### src/hdl/apm_pkg.sv
// ----------------------------------------------------------------------------
// apm_pkg
// types, codes and constants shared by the power-management register block
// ----------------------------------------------------------------------------
package apm_pkg;

    localparam int unsigned DATA_W   = 8;
    localparam int unsigned OFFSET_W = 6;
    localparam int unsigned SLP_W    = 3;
    localparam int unsigned TIMER_W  = 24;

    // operation codes
    localparam logic [1:0] OP_READ  = 2'd0;
    localparam logic [1:0] OP_WRITE = 2'd1;
    localparam logic [1:0] OP_TICK  = 2'd2;
    localparam logic [1:0] OP_NOP   = 2'd3;

    // error codes
    localparam logic [1:0] ERR_NONE     = 2'd0;
    localparam logic [1:0] ERR_UNMAPPED = 2'd1;
    localparam logic [1:0] ERR_SLP_TYPE = 2'd2;

    // register select, offset bits 5..2
    localparam logic [3:0] REG_STS_EN = 4'h0;
    localparam logic [3:0] REG_CTRL   = 4'h1;
    localparam logic [3:0] REG_TIMER  = 4'h2;

    localparam int unsigned SUS_EN_BIT  = 13;
    localparam int unsigned SLP_TYP_LSB = 10;
    localparam int unsigned TMR_EN_BIT  = 16;
    localparam int unsigned TMR_STS_BIT = 0;

    localparam logic [31:0]        CTRL_RESET  = 32'h0000_0001;
    localparam logic [SLP_W-1:0]   SLP_RESET   = 3'd5;
    localparam logic [TIMER_W-1:0] TIMER_LAST  = 24'hFF_FFFF;

    typedef struct packed {
        logic [1:0]          op;
        logic [OFFSET_W-1:0] offset;
        logic [DATA_W-1:0]   wdata;
    } in_beat_t;

    typedef struct packed {
        logic [DATA_W-1:0] rdata;
        logic              irq_level;
        logic              suspend_req;
        logic [1:0]        error;
    } out_beat_t;

endpackage

### src/hdl/apm_core.sv
// ----------------------------------------------------------------------------
// apm_core
// status/enable, control and timer registers with their per-beat update
// ----------------------------------------------------------------------------
module apm_core
(
    input  logic                      clk,
    input  logic                      rst_n,
    input  logic                      accept,
    input  apm_pkg::in_beat_t         beat,
    input  logic                      cfg_we,
    input  logic [apm_pkg::SLP_W-1:0] cfg_wdata,
    output apm_pkg::out_beat_t        result
);

    logic [31:0]                  sts_en_reg, sts_en_next;
    logic [31:0]                  ctrl_reg, ctrl_next;
    logic [apm_pkg::TIMER_W-1:0]  timer_reg, timer_next;
    logic [apm_pkg::SLP_W-1:0]    slp_type_reg;

    logic [3:0]  reg_sel;
    logic [4:0]  shift;
    logic [31:0] lane_mask;
    logic [31:0] wd_lane;
    logic [31:0] ctrl_wr;
    logic [31:0] sts_rd;
    logic [31:0] ctrl_rd;
    logic [31:0] timer_rd;

    assign reg_sel   = beat.offset[5:2];
    assign shift     = {beat.offset[1:0], 3'b000};
    assign lane_mask = 32'h0000_00FF << shift;
    assign wd_lane   = {24'h00_0000, beat.wdata} << shift;
    assign ctrl_wr   = (ctrl_reg & ~lane_mask) | wd_lane;
    assign sts_rd    = sts_en_reg >> shift;
    assign ctrl_rd   = ctrl_reg >> shift;
    // top byte of the timer window reads zero
    assign timer_rd  = {8'h00, timer_reg} >> shift;

    always_comb
    begin
        sts_en_next        = sts_en_reg;
        ctrl_next          = ctrl_reg;
        timer_next         = timer_reg;
        result.rdata       = '0;
        result.suspend_req = 1'b0;
        result.error       = apm_pkg::ERR_NONE;

        unique case (beat.op)
            apm_pkg::OP_READ:
            begin
                priority if (reg_sel == apm_pkg::REG_STS_EN)
                    result.rdata = sts_rd[7:0];
                else if (reg_sel == apm_pkg::REG_CTRL)
                    result.rdata = ctrl_rd[7:0];
                else if (reg_sel == apm_pkg::REG_TIMER)
                    result.rdata = timer_rd[7:0];
                else
                    result.error = apm_pkg::ERR_UNMAPPED;
            end
            apm_pkg::OP_WRITE:
            begin
                priority if (reg_sel == apm_pkg::REG_STS_EN)
                begin
                    // status lanes clear on one, enable lanes replace
                    if (!beat.offset[1])
                        sts_en_next = sts_en_reg & ~wd_lane;
                    else
                        sts_en_next = (sts_en_reg & ~lane_mask) | wd_lane;
                end
                else if (reg_sel == apm_pkg::REG_CTRL)
                begin
                    ctrl_next = ctrl_wr;
                    if (ctrl_wr[apm_pkg::SUS_EN_BIT])
                    begin
                        if (ctrl_wr[apm_pkg::SLP_TYP_LSB +: apm_pkg::SLP_W] == slp_type_reg)
                            result.suspend_req = 1'b1;
                        else
                            result.error = apm_pkg::ERR_SLP_TYPE;
                        ctrl_next[apm_pkg::SUS_EN_BIT] = 1'b0;
                    end
                end
                else
                    result.error = apm_pkg::ERR_UNMAPPED;
            end
            apm_pkg::OP_TICK:
            begin
                timer_next = timer_reg + 1'b1;
                if (timer_reg == apm_pkg::TIMER_LAST)
                    sts_en_next[apm_pkg::TMR_STS_BIT] = 1'b1;
            end
            default:
            begin
                // no operation
            end
        endcase

        result.irq_level = sts_en_next[apm_pkg::TMR_STS_BIT]
                         & sts_en_next[apm_pkg::TMR_EN_BIT];
    end

    always_ff @(posedge clk or negedge rst_n)
    begin
        if (!rst_n)
        begin
            sts_en_reg   <= '0;
            ctrl_reg     <= apm_pkg::CTRL_RESET;
            timer_reg    <= '0;
            slp_type_reg <= apm_pkg::SLP_RESET;
        end
        else
        begin
            if (accept)
            begin
                sts_en_reg <= sts_en_next;
                ctrl_reg   <= ctrl_next;
                timer_reg  <= timer_next;
            end
            if (cfg_we)
                slp_type_reg <= cfg_wdata;
        end
    end

endmodule

### src/hdl/apm_out_stage.sv
// ----------------------------------------------------------------------------
// apm_out_stage
// result register with valid/ready towards the receiver
// ----------------------------------------------------------------------------
module apm_out_stage
(
    input  logic               clk,
    input  logic               rst_n,
    input  logic               load,
    input  apm_pkg::out_beat_t result,
    output logic               can_load,
    output logic               out_valid,
    input  logic               out_ready,
    output apm_pkg::out_beat_t out_data
);

    logic               valid_reg;
    apm_pkg::out_beat_t data_reg;

    // free when empty or when the held beat leaves this cycle
    assign can_load  = !valid_reg || out_ready;
    assign out_valid = valid_reg;
    assign out_data  = data_reg;

    always_ff @(posedge clk or negedge rst_n)
    begin
        if (!rst_n)
            valid_reg <= 1'b0;
        else if (can_load)
            valid_reg <= load;
    end

    always_ff @(posedge clk)
    begin
        if (load)
            data_reg <= result;
    end

endmodule

### src/hdl/acpi_pm_register_block_top.sv
// ----------------------------------------------------------------------------
// acpi_pm_register_block_top
// byte-wide power-management register window with 24-bit timer
// ----------------------------------------------------------------------------
// usage:
//   in channel (in_valid/in_ready/in_data) carries one beat per access: a byte
//   read, a byte write or a timer tick, with a 6-bit offset and write byte.
//   out channel (out_valid/out_ready/out_data) returns exactly one beat per
//   input beat: read byte, interrupt level, suspend pulse and error code.
//   cfg_we/cfg_wdata set the accepted sleep type at any edge, no handshake.
//   out_valid rises in the cycle after input acceptance; throughput is one
//   beat per cycle unless the receiver stalls, the register update and result
//   both settle in the single combinational pass ahead of the result register.
//   when the receiver stalls the result register holds its beat and in_ready
//   drops; a new beat is taken in the same cycle the held one leaves.
//   reset clears status/enable and timer, sets control to one, the sleep
//   type to five and empties the result register.
// ----------------------------------------------------------------------------
module acpi_pm_register_block_top
(
    input  logic                      clk,
    input  logic                      rst_n,
    input  logic                      in_valid,
    output logic                      in_ready,
    input  apm_pkg::in_beat_t         in_data,
    output logic                      out_valid,
    input  logic                      out_ready,
    output apm_pkg::out_beat_t        out_data,
    input  logic                      cfg_we,
    input  logic [apm_pkg::SLP_W-1:0] cfg_wdata
);

    logic               accept;
    apm_pkg::out_beat_t result;

    assign accept = in_valid && in_ready;

    apm_core u_core
    (
        .clk       (clk),
        .rst_n     (rst_n),
        .accept    (accept),
        .beat      (in_data),
        .cfg_we    (cfg_we),
        .cfg_wdata (cfg_wdata),
        .result    (result)
    );

    apm_out_stage u_out
    (
        .clk       (clk),
        .rst_n     (rst_n),
        .load      (accept),
        .result    (result),
        .can_load  (in_ready),
        .out_valid (out_valid),
        .out_ready (out_ready),
        .out_data  (out_data)
    );

endmodule
### config.mk
export PLATFORM = sky130hd
export DESIGN_NAME = acpi_pm_register_block_top
export DESIGN_NICKNAME = d
export VERILOG_FILES = /design/src/hdl/apm_pkg.sv /design/src/hdl/apm_core.sv /design/src/hdl/apm_out_stage.sv /design/src/hdl/acpi_pm_register_block_top.sv
export SDC_FILE = /design/constraint.sdc
export NUM_CORES = 1
export LEC_CHECK = 0
export ABC_CLOCK_PERIOD_IN_PS = 2500
export BUFFER_PORTS_ARGS = -buffer_cell sky130_fd_sc_hd__buf_4
export CAP_MARGIN = 20
export CORE_AREA = 2 2 105 107
export CTS_CLUSTER_SIZE = 10
export DETAILED_ROUTE_END_ITERATION = 12
export DIE_AREA = 0 0 107 109
export HOLD_SLACK_MARGIN = 0.02
export PLACE_DENSITY = 0.62
export SLEW_MARGIN = 10
export SYNTH_ARGS = -nofsm -noshare
export SYNTH_HDL_FRONTEND = slang
export SYNTH_HIERARCHICAL = 1
export SYNTH_SLANG_ARGS = --single-unit
### constraint.sdc
create_clock -name clk -period 2.5 [get_ports clk]
set_input_delay 0.5 -clock clk [delete_from_list [all_inputs] [get_ports clk]]
set_output_delay 0.5 -clock clk [all_outputs]
set_load 0.02 [all_outputs]
Yosys cells after proc, flatten, opt, wreduce, memory -nomap -nowiden

Cells that the tools add are included.

Output and inout bits: 14
Bits of input ports: 24
Register bits: 103
Logic and storage cells: 60

Equal/unequal tests: 6
Multiplexer cells: 17
Reductions and logical operators: 9
$add $sub $neg: 1
Shift-type cells: 5
Bitwise operators: 12

Operators with widths:

| kind                                              | count |
|---|---|
| bitwise AND 32 bit                                | 3 |
| inverter 32 bit                                   | 2 |
| OR 32 bit                                         | 2 |
| >> shifter 32 x 5 -> 8 bit                        | 2 |
| two-way mux 32 bit                                | 1 |
| left shift 8 x 5 -> 32 bit                        | 1 |
| left shift 8 x 5 -> 32 bit (first input constant) | 1 |
| adder 24 x 1 -> 24 bit (second input constant)    | 1 |
| == test 24 bit (second input constant)            | 1 |
| two-way mux 8 bit                                 | 3 |
| >> shifter 24 x 5 -> 8 bit                        | 1 |
| two-way mux 17 bit                                | 1 |
| two-way mux 16 bit                                | 1 |
| two-way mux 2 bit                                 | 5 |
| == test 4 x 1 -> 1 bit (second input constant)    | 1 |
| == test 4 x 2 -> 1 bit (second input constant)    | 1 |
| logical NOT 4 bit                                 | 1 |
| inverter 1 bit                                    | 4 |
| case mux 2 bit (2 select lines)                   | 1 |
| AND reduction 4 bit                               | 1 |
| OR reduction 4 bit                                | 1 |
| == test 3 bit                                     | 1 |
| two-way mux 1 bit                                 | 3 |
| two-way mux 3 bit                                 | 1 |
| 10 further kinds                                  | 10 |

Longest topological paths before layout

Depth in word-level cells: 10
Mapped depth: 7
Gate-level depth less buffers: 6

By module

Netlist, hierarchy kept.

By module, submodules not included:

| module                     | cells each | area an instance (sq um) | instances |
|---|---|---|---|
| apm_core                   | 361        | 4,548.1                  | 1 |
| apm_out_stage              | 15         | 407.9                    | 1 |
| acpi_pm_register_block_top | 1          | 6.3                      | 1 |

Least setup slack after synthesis

OpenSTA, ideal clock, no wires.

Kind: input to register
From: input port out_ready
To: register u_core.sts_en_reg[17]
Arrival: 2,400 ps
Setup slack: -25 ps
Library setup time: 125 ps
Stages on the path: 7
Path through: nand2b_4 -> and2_1 -> clkbuf_1 -> nand4b_2 -> or3b_1 -> buf_6 -> mux2_4

Longest elaborated chain between the ends: 3

RTL lines:

| element                              | RTL line                         | RTL |
|---|---|---|
| start: declaration                   | acpi_pm_register_block_top.sv:27 | `input logic out_ready,` |
| logical OR 1 bit                     | apm_out_stage.sv:21              | `assign can_load = !valid_reg \|\| out_ready;` |
| logical AND 1 bit                    | acpi_pm_register_block_top.sv:36 | `assign accept = in_valid && in_ready;` |
| via accept                           | acpi_pm_register_block_top.sv:33 | `logic accept;` |
| AND reduction 3 bit (no source line) | --                               |  |
| end signal: assignment               | apm_core.sv:115                  | `sts_en_reg <= sts_en_next;` |
| end: declaration                     | apm_core.sv:16                   | `logic [31:0] sts_en_reg, sts_en_next;` |

The timed path passes the listed nets, and every way through them passes these cells.
A chain may end at the register's enable or synchronous reset.

Worst setup path in the final report

From: register u_out.valid_reg (netlist: u_out/out_valid)
To: register u_core/timer_reg[13] in the netlist's numbering

Longest elaborated chain between the ends: 4

RTL lines:

| element                              | RTL line                         | RTL |
|---|---|---|
| start: declaration                   | apm_out_stage.sv:17              | `logic valid_reg;` |
| start signal: assignment             | apm_out_stage.sv:30              | `valid_reg <= load;` |
| logical NOT 1 bit                    | apm_out_stage.sv:21              |  |
| logical OR 1 bit                     | apm_out_stage.sv:21              |  |
| logical AND 1 bit                    | acpi_pm_register_block_top.sv:36 |  |
| via accept                           | acpi_pm_register_block_top.sv:33 |  |
| AND reduction 2 bit (no source line) | --                               |  |
| end signal: assignment               | apm_core.sv:117                  | `timer_reg <= timer_next;` |
| end: declaration                     | apm_core.sv:18                   | `logic [apm_pkg::TIMER_W-1:0] timer_reg, timer_next;` |

The timed path passes the listed nets, and every way through them passes these cells.

==> summary.log <==
qor: layout.final_nets 454
qor: layout.commonest_non_fill_non_tap_cells_in_the_layout 88 x dfrtp_1, 50 x buf_4, 43 x mux2_2
qor: clock_tree.clkLatencyLatePin 0.38 ns
qor: layout.nFillCells 914
qor: drt.num_vias 3153
qor: clock_tree.tritoncts.num_buffers 9
qor: synthesis.yosys_register_bits 103
qor: synthesis.synth_top_cell_area_share 0.4438
qor: placement.portBuffers 37
qor: global_route.antenna_violations_before_repair 0
qor: global_route.grt_pass1_wl 17.52 mm
qor: floorplanning.start_util 0.4680
qor: worst_setup_path.cp.arrival 2.25 ns
qor: synthesis.synthesis.yosys.warnings 6
qor: drt.dr.pass1.iters 4
qor: synthesis.netlist_area_pre_place 4962 um2
qor: clock_tree.ctsHtreeMaxLevel 3
qor: clock_tree.cts.sinks 103
qor: sta.min_period_over_period 0.7895
qor: sta.setup_repair_after_global_routing_missed_its_margin no
qor: clock_tree.cts_repair_resize_count 0
qor: global_route.grt_remaining_overflow 0
qor: synthesis.async_flop_share 0.8835
qor: worst_setup_path.reg2regPathDepth 7
qor: synthesis.synth_cells 377
qor: synthesis.seq_area_frac_synth 0.5323
qor: layout.largest_register_ff_count 32
qor: sta.tightestPinTransition 0.8302 ns
qor: clock_tree.tritoncts built
qor: global_route.largest_net_degree_at_the_start_of_global_routing 39
qor: synthesis.synth.net_count 405
qor: worst_hold_path.holdCritPathClass input port to async pin
qor: outcome.result_of_the_run completed
qor: drt.antenna_viol_nets_final 0
qor: floorplanning.floorplan.die_area 11660 um2
qor: floorplanning.fp.dieH 109 um
qor: drt.wl 10.80 mm
qor: synthesis.synth_area_per_cell 13.16 um2
qor: placement.dp_hpwl 7.781 mm
qor: worst_setup_path.worstReg2RegStart u_out/out_valid$_DFFE_PN0P_
qor: worst_setup_path.critPathKind flop to flop
qor: sta.drv_slew 0
qor: drt.drc 0
qor: drt.detail_route.vias_per_cell 5.522
qor: sta.period_minus_slack 1.974 ns
qor: sta.finalSetupTns 0 ns
qor: sta.hold_ws 0.06252 ns
qor: worst_setup_path.maximum_fanout_along_the_worst_path 11
qor: sta.final-setup-viol-count 0
qor: floorplanning.fp-row-count 38
qor: synthesis.synth_ff_type dfrtp_1
qor: clock_tree.cts_hold_buffers 0
qor: clock_tree.clockRootBuffer clkbuf_8
qor: job.cap_viol_max_count 0
qor: synthesis.synth_enable_flop_cells 12
qor: synthesis.synth_area_leaders dfrtp_1 44%, mux2_2 9.8%, edfxtp_1 7.3%, mux2i_1 5.4%, mux4_2 3.6%
qor: synthesis.yosysTopAreaCell dfrtp_1
qor: clock_tree.max-clock-path-buffers 2
qor: clock_tree.post_cts_setup_bufs 0
qor: global_route.grt_usage 0.2035
qor: placement.gp_routability_congestion 0.8440
qor: sta.hold_viol 0
qor: worst_setup_path.crit_path_start_kind flop
qor: layout.antennaDiodeCount 0
qor: layout.final_layout_size_suffix_gt1_frac 0.3248
qor: clock_tree.path_clk_slew 0.10 ns
qor: layout.area_growth_syn_to_layout 14.73%
qor: sta.max_freq 0.5066 GHz
qor: floorplanning.top_level_ports 38
qor: power.max-vdd-ir-drop 0.3329 mV
qor: worst_setup_path.critPathRequiredTime 2.77 ns
qor: drt.routedWlPerCell 18.91 um
qor: floorplanning.floorplan.die.width 107 um
qor: sta.slew_headroom 0.4454
qor: worst_setup_path.launching_element_of_the_worst_setup_path u_out/out_valid$_DFFE_PN0P_
qor: drt.initialDrtViolationCount 156
qor: worst_setup_path.critPathCaptureType flop
qor: global_route.first_global_vias 3271
qor: power.total_power 3.346 mW
qor: synthesis.synth.distinct_cells 49
qor: sta.skew 0.009746 ns
qor: power.power_leakage 2.578 nW
qor: power.cellPowerDensity 587.7 nW/um2
qor: layout.layout.cells.most_common dfrtp_1
qor: floorplanning.core_area 10600 um2
[cell usage after synthesis, types with 2 or more instances]
| cell type | n |
|---|---|
| clkbuf_1 | 5 |
| o21ai_0 | 10 |
| and4_1 | 2 |
| a22oi_1 | 15 |
| nor2b_1 | 2 |
| xor2_1 | 8 |
| nand4_1 | 8 |
| dfstp_2 | 3 |
| nor3_1 | 5 |
| xnor2_1 | 18 |
| nor4_1 | 2 |
| a21boi_0 | 15 |
| nor2_1 | 15 |
| mux2_4 | 7 |
| mux2i_1 | 27 |
| and3_1 | 4 |
| inv_1 | 5 |
| edfxtp_1 | 12 |
| nand2b_1 | 5 |
| ha_1 | 4 |
| buf_2 | 7 |
| mux2_2 | 43 |
| nand3_1 | 11 |
| a21oi_1 | 3 |
| and2_1 | 3 |
| dfrtp_1 | 88 |
| mux4_2 | 8 |
| nor2_2 | 3 |
| nand2_1 | 12 |
| a31oi_1 | 2 |
| o2bb2ai_1 | 7 |
[worst max-delay path, cell delays in order (launching register included)]
cell      delay (ns)
dfrtp_1         0.41
nand2b_4        0.09
and2_2          0.20
buf_4           0.23
nand4_1         0.14
nor3_1          0.45
nand4_1         0.19
xnor2_1         0.15
[path summary, 6_finish.rpt]
check	endpoint	slack, ns
max	u_core/timer_reg[13]$_DFFE_PN0P_	0.53
min	u_core/timer_reg[7]$_DFFE_PN0P_	0.06
max reg2reg	u_core/timer_reg[13]$_DFFE_PN0P_	0.53
min reg2reg	u_core/timer_reg[15]$_DFFE_PN0P_	0.48
max in group asynchronous	u_core/ctrl_reg[24]$_DFFE_PN0P_	1.78
min in group clk	u_core/slp_type_reg[0]$_DFFE_PN1P_	0.35
[cell type report]
type / instances / area (um2) / area share
flip-flops and latches: 103 / 2641 / 0.4640
multi-input cells: 255 / 2235 / 0.3925
repair buffers: 52 / 415.4 / 0.07297
well taps: 140 / 175.2 / 0.03077
clock buffers: 12 / 155.1 / 0.02725
clock inverters: 4 / 52.55 / 0.009231
inverters: 5 / 18.77 / 0.003297
[where the power goes]
| part | internal (mW) | total, mW | switching, mW |
|---|---|---|---|
| clock | 0.521 | 1.10 | 0.580 |
| combinational | 0.181 | 0.389 | 0.209 |
| sequential | 1.78 | 1.86 | 0.0758 |
[kinds of logic after synthesis]
group | Yosys count | synth area share
adder cells (fa/ha/maj) | 4 | 0.01009
AND/OR/NAND/NOR | 85 | 0.1069
AO/OA/AOI/OAI | 55 | 0.07766
flip-flops | 103 | 0.5323
XOR/XNOR | 26 | 0.04589
buffers and inverters | 19 | 0.01765
multiplexers | 85 | 0.2095
[per-layer routing]
layer,track usage,vias to the layer above,share of wire
li1,-,1481,-
met1,0.2703,1613,0.46
met2,0.3358,51,0.49
met3,0.04662,8,0.033
met4,0.06122,0,0.011
met5,0,-,0
[through the flow]
step                      area [um2]    util  cells  worst slack (ns)
after detailed placement        5485  0.5173    555            0.2271
final                           5693  0.5369    571            0.5262
after floorplan                 4964       -    377            0.1034
after global placement          5485  0.5173    555            0.2562
after global routing            5693  0.5369    571            0.3820
after CTS                       5693  0.5369    571            0.5328
Power figures use the tool's default switching activity.
